**src/hpid_pkg.sv**
```systemverilog
package hpid_pkg;

  localparam int TEMP_WIDTH = 14;
  localparam int TGT_W = 13;
  localparam int GAIN_W = 16;
  localparam int MS_W = 16;
  localparam int SAFE_W = 17;
  localparam int INTEG_W = 22;
  localparam int PWR_W = 8;
  localparam int CMD_W = 2;
  localparam int FAULT_W = 2;
  localparam int CFG_IDX_W = 3;
  localparam int CFG_W = (TEMP_WIDTH > 16) ? TEMP_WIDTH : 16;
  localparam int CMP_W = ((TEMP_WIDTH > TGT_W) ? TEMP_WIDTH : TGT_W) + 2;
  localparam int E_W = CMP_W;
  localparam int MA_W = GAIN_W + E_W + 2;
  localparam int MB_W = ((E_W + 2) > 28) ? (E_W + 2) : 28;
  localparam int P_W = MA_W + MB_W;
  localparam int K_W = MS_W + 10;
  localparam int DEN_W = MS_W + 7 + 15;
  localparam int INTEG_MAX = 4080000;

  localparam logic [CMD_W-1:0] CMD_TICK = 2'd0;
  localparam logic [CMD_W-1:0] CMD_TARGET = 2'd1;
  localparam logic [CMD_W-1:0] CMD_ENABLE = 2'd2;
  localparam logic [CMD_W-1:0] CMD_DISABLE = 2'd3;

  localparam logic [FAULT_W-1:0] FAULT_NONE = 2'd0;
  localparam logic [FAULT_W-1:0] FAULT_OVER = 2'd1;
  localparam logic [FAULT_W-1:0] FAULT_LOW = 2'd2;
  localparam logic [FAULT_W-1:0] FAULT_RUNAWAY = 2'd3;

  localparam logic [CFG_IDX_W-1:0] REG_GAIN_P = 3'd0;
  localparam logic [CFG_IDX_W-1:0] REG_GAIN_I = 3'd1;
  localparam logic [CFG_IDX_W-1:0] REG_GAIN_D = 3'd2;
  localparam logic [CFG_IDX_W-1:0] REG_MAX_TEMP = 3'd3;
  localparam logic [CFG_IDX_W-1:0] REG_MIN_TEMP = 3'd4;
  localparam logic [CFG_IDX_W-1:0] REG_PERIOD = 3'd5;
  localparam logic [CFG_IDX_W-1:0] REG_MARGIN = 3'd6;

  localparam logic [2:0] STEP_E_DT = 3'd0;
  localparam logic [2:0] STEP_GP_E = 3'd1;
  localparam logic [2:0] STEP_P_K = 3'd2;
  localparam logic [2:0] STEP_GI_DT = 3'd3;
  localparam logic [2:0] STEP_I_INT = 3'd4;
  localparam logic [2:0] STEP_GD_DE = 3'd5;
  localparam logic [2:0] STEP_D_MEG = 3'd6;
  localparam logic [2:0] STEP_SUM = 3'd7;

  typedef struct packed {
    logic       load;
    logic       exec;
    logic       pid_en;
    logic [2:0] pid_step;
    logic       div_start;
    logic       div_en;
    logic [2:0] div_bit;
    logic       fin;
    logic       pub;
  } ctl_t;

  typedef struct packed {
    logic pid_go;
  } sts_t;

endpackage

```
**src/hpid_ctrl.sv**
```systemverilog
module hpid_ctrl (
  input  logic           clk,
  input  logic           rst,
  input  logic           in_valid,
  output logic           in_ready,
  output logic           out_valid,
  input  logic           out_ready,
  input  hpid_pkg::sts_t sts,
  output hpid_pkg::ctl_t ctl
);

  localparam logic [2:0] S_IDLE = 3'd0;
  localparam logic [2:0] S_EXEC = 3'd1;
  localparam logic [2:0] S_PID = 3'd2;
  localparam logic [2:0] S_DSTART = 3'd3;
  localparam logic [2:0] S_DIV = 3'd4;
  localparam logic [2:0] S_FIN = 3'd5;
  localparam logic [2:0] S_PUB = 3'd6;

  logic [2:0] state, state_next;
  logic [2:0] cnt, cnt_next;
  logic       out_free;

  assign out_free = !out_valid || out_ready;
  assign in_ready = (state == S_IDLE);

  always_comb begin
    state_next = state;
    cnt_next = cnt;
    ctl = '0;
    ctl.pid_step = cnt;
    ctl.div_bit = cnt;
    unique case (state)
      S_IDLE: begin
        if (in_valid) begin
          ctl.load = 1'b1;
          state_next = S_EXEC;
        end
      end
      S_EXEC: begin
        ctl.exec = 1'b1;
        cnt_next = '0;
        state_next = sts.pid_go ? S_PID : S_PUB;
      end
      S_PID: begin
        ctl.pid_en = 1'b1;
        cnt_next = cnt + 3'd1;
        if (cnt == hpid_pkg::STEP_SUM) state_next = S_DSTART;
      end
      S_DSTART: begin
        ctl.div_start = 1'b1;
        cnt_next = 3'd7;
        state_next = S_DIV;
      end
      S_DIV: begin
        ctl.div_en = 1'b1;
        cnt_next = cnt - 3'd1;
        if (cnt == 3'd0) state_next = S_FIN;
      end
      S_FIN: begin
        ctl.fin = 1'b1;
        state_next = S_PUB;
      end
      S_PUB: begin
        if (out_free) begin
          ctl.pub = 1'b1;
          state_next = S_IDLE;
        end
      end
      default: state_next = S_IDLE;
    endcase
  end

  always_ff @(posedge clk) begin
    if (rst) begin
      state <= S_IDLE;
      cnt <= '0;
      out_valid <= 1'b0;
    end else begin
      state <= state_next;
      cnt <= cnt_next;
      if (ctl.pub) out_valid <= 1'b1;
      else if (out_ready) out_valid <= 1'b0;
    end
  end

  a_accept_exec: assert property (@(posedge clk) disable iff (rst)
    (in_valid && in_ready) |=> (state == S_EXEC))
    else $error("accepted transaction did not start execution");

  a_no_pid_skip: assert property (@(posedge clk) disable iff (rst)
    (state == S_EXEC && !sts.pid_go) |=> (state == S_PUB))
    else $error("non-PID transaction entered the PID sequence");

  a_fin_after_div: assert property (@(posedge clk) disable iff (rst)
    (state == S_FIN) |-> $past(state == S_DIV && cnt == 3'd0))
    else $error("power update without completed division");

endmodule

```
**config.mk**
```make
export PLATFORM = sky130hd
export DESIGN_NAME = hpid_ctrl
export DESIGN_NICKNAME = d
export VERILOG_FILES = /design/src/hpid_pkg.sv /design/src/hpid_ctrl.sv
export SDC_FILE = /design/constraint.sdc
export NUM_CORES = 1
export LEC_CHECK = 0
export ABC_AREA = 1
export BUFFER_PORTS_ARGS = -buffer_cell sky130_fd_sc_hd__buf_4
export CAP_MARGIN = 20
export CELL_PAD_IN_SITES_DETAIL_PLACEMENT = 1
export CELL_PAD_IN_SITES_GLOBAL_PLACEMENT = 1
export CORE_AREA = 4 4 49 51
export DETAILED_ROUTE_END_ITERATION = 10
export DIE_AREA = 0 0 53 55
export GPL_TIMING_DRIVEN = 0
export PLACE_DENSITY = 0.69
export SLEW_MARGIN = 10
export SYNTH_ARGS = -nofsm -noshare
export SYNTH_HDL_FRONTEND = slang
export SYNTH_SLANG_ARGS = --single-unit
export TNS_END_PERCENT = 100
```
**constraint.sdc**
```tcl
create_clock -name clk -period 2 [get_ports clk]
set_input_delay 0.4 -clock clk [delete_from_list [all_inputs] [get_ports clk]]
set_output_delay 0.4 -clock clk [all_outputs]
set_load 0.005 [all_outputs]
```
Word-level counts from Yosys, hierarchy flattened:

Index checks and enable logic that the tools add are counted.

* register bits: 7
* input bits: 5
* output and inout bits: 15
* logic and storage cells: 41

* add/sub/neg operators: 2
* eq/ne operators: 11
* mux-type cells: 18
* reductions and logical operators: 7

Operators with widths (number)
* $pmux W3 S7: 1
* $mux W3: 5
* $eq A3 B3 Y1 const B: 4
* $pmux W3 S4: 1
* $mux W1: 11
* $ne A2 B2 Y1 const B: 4
* $eq A3 B2 Y1 const B: 2
* $logic_not A3 Y1: 2
* $reduce_and A4 Y1: 1
* $reduce_bool A4 Y1: 1
* $add A3 B1 Y3 const B: 1
* $eq A3 B1 Y1 const B: 1
* $sub A3 B1 Y3 const B: 1
* $reduce_bool A2 Y1: 1
* $logic_not A1 Y1: 1
* $logic_or A1 B1 Y1: 1

Logic depth before layout (Yosys ltp):

* depth after elaboration: 5
* gate-level depth with buffers: 14
* mapped depth without buffers: 14

Worst setup path after synthesis:

Ideal clock, no wire load.

* path type: register -> register
* from: reg state[1]
* to: reg cnt[2]
* library setup time: 0.070 ns
* data arrival time: 1.472 ns
* required time: 1.930 ns
* setup slack: 0.458 ns
* stages on the path, launching flop included: 15
* buffers on the path: 0
* period minus slack after synthesis: 1.542 ns
* path through: dfxtp_1 -> nor2_4 -> nand2_4 -> inv_2 -> or2_1 -> nand2_1 -> inv_1 -> ha_1 -> inv_1 -> nand2_1 -> inv_1 -> nand2_1 -> nand2_1 -> nand2_1 -> a21oi_1

* longest elaborated chain between the ends: 2
* elaborated cells on any way between the ends: 6
* those cells by class: eq/ne: 4; mux: 1; reduce/logical: 1

RTL lines
* start, declared: line hpid_ctrl.sv:20 `logic [2:0] state, state_next;`
* start signal, assigned: line hpid_ctrl.sv:80 `state <= state_next;`
* $eq A3 B3 Y1, or another cell as far along: line hpid_ctrl.sv:33 `unique case (state)`
* $pmux W3 S4 or $reduce_bool A4 Y1 (tied branches)
* end signal, assigned: line hpid_ctrl.sv:81 `cnt <= cnt_next;`
* end, declared: line hpid_ctrl.sv:21 `logic [2:0] cnt, cnt_next;`

Parallel ways exist; a longest one is shown, timed or not.
A chain may end at the register's enable or synchronous reset.

Worst setup path after layout:

Ends and elaborated chain as after synthesis.

==> impl_summary.md <==
GRT
Across every metal layer, demand over resource in global routing totals 0.129. The largest net degree at the start of global routing is 11. The total overflow left after global routing is 0. The initial antenna violation count is 0. The first-pass GRT wire length is 2.73 mm. The via count of the first global-routing pass is 624.

Timing
The clock period minus final worst setup slack is 1.73 ns. In the final timing run, aggregate negative setup slack is 0 ns. The number of endpoints with negative hold slack in the final report was 0. The achievable clock frequency is 577 MHz. The final worst-path cycle share is 0.867.

The number of max-slew violations in the final report was 0. Setup repair after global routing left no endpoint under its margin. Between clock sinks in the finished design, the worst skew comes to 0.00537 ns. The slew at the pin closest to its max-slew limit is 0.326 ns.

The relative slew slack is 0.781. Setup violations remaining at the end of the flow were counted as 0.

Power
The net switching power is 0.566 mW. The net switching share of the total power is 0.476. The internal portion of the total power is 0.622 mW. The power share of the clock group is 0.113. Of the total power, registers draw 0.231. The power per cell area is 1490 nW/um^2.

For this design the static power due to leakage is 0.402 nW. The maximum VDD drop is 0.000554 V. The share of total power dissipated in combinational logic is 0.655.

Yosys
The share of synthesized area in the top cell type comes to 0.235. The count of warnings emitted by yosys is 0. The net count of the mapped netlist is 95. The distinct cell type count after synthesis is 19.

Summing every instance area after synthesis gives 596 um^2. The average instance area after synthesis is 6.69 um^2. Counting flops with a built-in enable in the synthesized netlist gives 0. Of all cell types, the one taking the most synthesized area is dfxtp_1. Of the synthesized area, sequential elements account for 0.235. Ranked by total cell area, the synthesized netlist is headed by dfxtp_1, nor2_4, nand2_1. The async set or reset register ratio after synthesis is 0. The library cell with the highest instance count after synthesis is nand2_1. Synthesis inferred 7 register bits. The most used flip-flop cell after synthesis is dfxtp_1.

Synthesis produced a netlist whose cell count is 89. The commonest cells after synthesis are nand2_1, inv_1, nor2_1.

Layout
In the final design database the tool counted 119 nets. The fraction of layout cells with a size suffix above 1 is 0.402. 0 antenna diodes ended up in the layout. From synthesis to final layout, the design area changed by 34.0%. The post-route cell area is 798 um^2.

Worst setup path
The critical path in this run is classified as register to register. In this run the worst path has a maximum fanout of 6. The required time at the endpoint of the critical path is 2.19 ns.

At the worst endpoint, the arrival time is 1.93 ns. The endpoint type of the worst setup path is a register. The category of the worst setup path launch point is a register.

Place
At the end of routability-driven placement, the weighted congestion stood at 0.747. Port buffering added 19 buffers. Detailed placement finished with a half-perimeter wire length of 1.27 mm. The standard cell area after detailed placement is 772 um^2.

Clock tree
Clock tree synthesis found a total of 7 sinks. The cell chosen for the clock root is clkbuf_4. TritonCTS built the clock tree.

The clock edge transition at the registers on the reported setup and hold paths is 0.06 ns. The number of setup buffers added after CTS is 0. In this run the number of H-tree levels came out at 1. After clock tree synthesis, the flow added hold-fix buffers numbering 0. The number of buffers created by CTS is 3. The clock latency on the worst-skew pair is 0.26 ns. Counting along the longest clock path gives a buffer depth of 2.

The post-cts resize count is 0.

Die
The area of the die is 2920 um^2. In this run the standard cell core region covers 1940 um^2. The horizontal die dimension is 53 um. The number of primary I/O pins is 20. The effective utilization at floorplan is 0.307. Row generation in the floorplan step produced 16 rows. The die is 55 um tall.

Routing
The initial DRC count is 2. The count of unresolved DRC violations after routing is 0. Once detail routing completed, the nets flagged for antenna violations numbered 0. The vias per cell is 4.48. The first-pass iteration count of the detailed router is 2. The routed wire length per instance is 11.0 um.

Wires add up to 1.53 mm. The total via count after detailed routing is 623.

Status
The run finished with clean final reports.

Flow run
Across the run, the number of max-cap violations was 0.

Hold path
The worst hold path belongs to the class primary input to register.
layout by cell type (no fill, tap or decap), drive strengths merged:
master  netlist  routed
clkbuf        0       4
nor3          2       2
inv          15      15
dfxtp         7       7
nor2         18      18
ha            1       1
buf           4      23
nand2        23      23
nand3         8       8
or2           1       1
o21ai         1       1
a21oi         9       9
cells by family (layout without fill, tap and decap cells):
group                    count (synthesis)  count (layout)  synth area share
AND/OR/NAND/NOR                         52              52             0.496
flip-flops                               7               7             0.235
buffers and inverters                   19              42             0.151
AO/OA/AOI/OAI                           10              10            0.0966
adder cells (fa/ha/maj)                  1               1            0.0210
metal layers:
metal,up-vias,part of all wire,track usage,wire [um]
li1,318,-,-,-
met4,0,0.0039,0.0255,6
met5,-,0,0,0
met2,17,0.50,0.231,768
met1,286,0.42,0.145,641
met3,2,0.072,0.0509,110
final cells by class:
class	count	area [um^2]
Buffer	4	33.8
Inverter	15	56.3
Timing Repair Buffer	19	143
Clock buffer	4	26.3
Tap cell	27	33.8
Fill cell	269	1140
Multi-Input combinational cell	63	365
Sequential cell	7	140
final timing paths:
kind         cells after the start                  end  slack, ns                   from
max                             14  cnt[2]$_SDFFE_PP0P_       0.27  state[1]$_SDFFE_PP0P_
min                              2  cnt[0]$_SDFFE_PP0P_       0.36                    rst
max reg2reg                     14  cnt[2]$_SDFFE_PP0P_       0.27  state[1]$_SDFFE_PP0P_
min reg2reg                      2  cnt[0]$_SDFFE_PP0P_       0.55    cnt[0]$_SDFFE_PP0P_
metrics by stage:
stage | util | setup slack [ns] | hold slack (ns) | total power [mW] | cells
2_1_floorplan | - | 0.458 | 0.469 | 0.796 | 89
3_3_place_gp | 0.398 | 0.313 | 0.534 | 1.05 | 135
3_5_place_dp | 0.398 | 0.265 | 0.550 | 1.08 | 135
4_1_cts | 0.411 | 0.253 | 0.353 | 1.22 | 139
5_1_grt | 0.411 | 0.00725 | 0.364 | 1.33 | 139
6_report | 0.411 | 0.266 | 0.359 | 1.19 | 139
flip-flops by register name (all words and copies together), names as in the netlist:
register / cells
out_valid: 1
state: 3
cnt: 3
worst max-delay path, stage by stage, from the launching register on:
cell     delay, ns
dfxtp_1       0.49
nor2_4        0.10
nand2_4       0.12
inv_2         0.06
or2_1         0.20
nand2_1       0.06
inv_1         0.04
ha_1          0.16
inv_1         0.05
nand2_1       0.06
inv_1         0.06
nand2_1       0.04
nand2_1       0.06
nand2_1       0.05
a21oi_1       0.11
power by group through the flow:
stage	registers [mW]	logic (mW)	clock network (mW)
after floorplan	0.262	0.534	0
after global placement	0.275	0.775	0
after detailed placement	0.279	0.797	0
after CTS	0.277	0.798	0.141
after global routing	0.289	0.882	0.154
final	0.275	0.779	0.135
(Power assumes the default switching activity.)
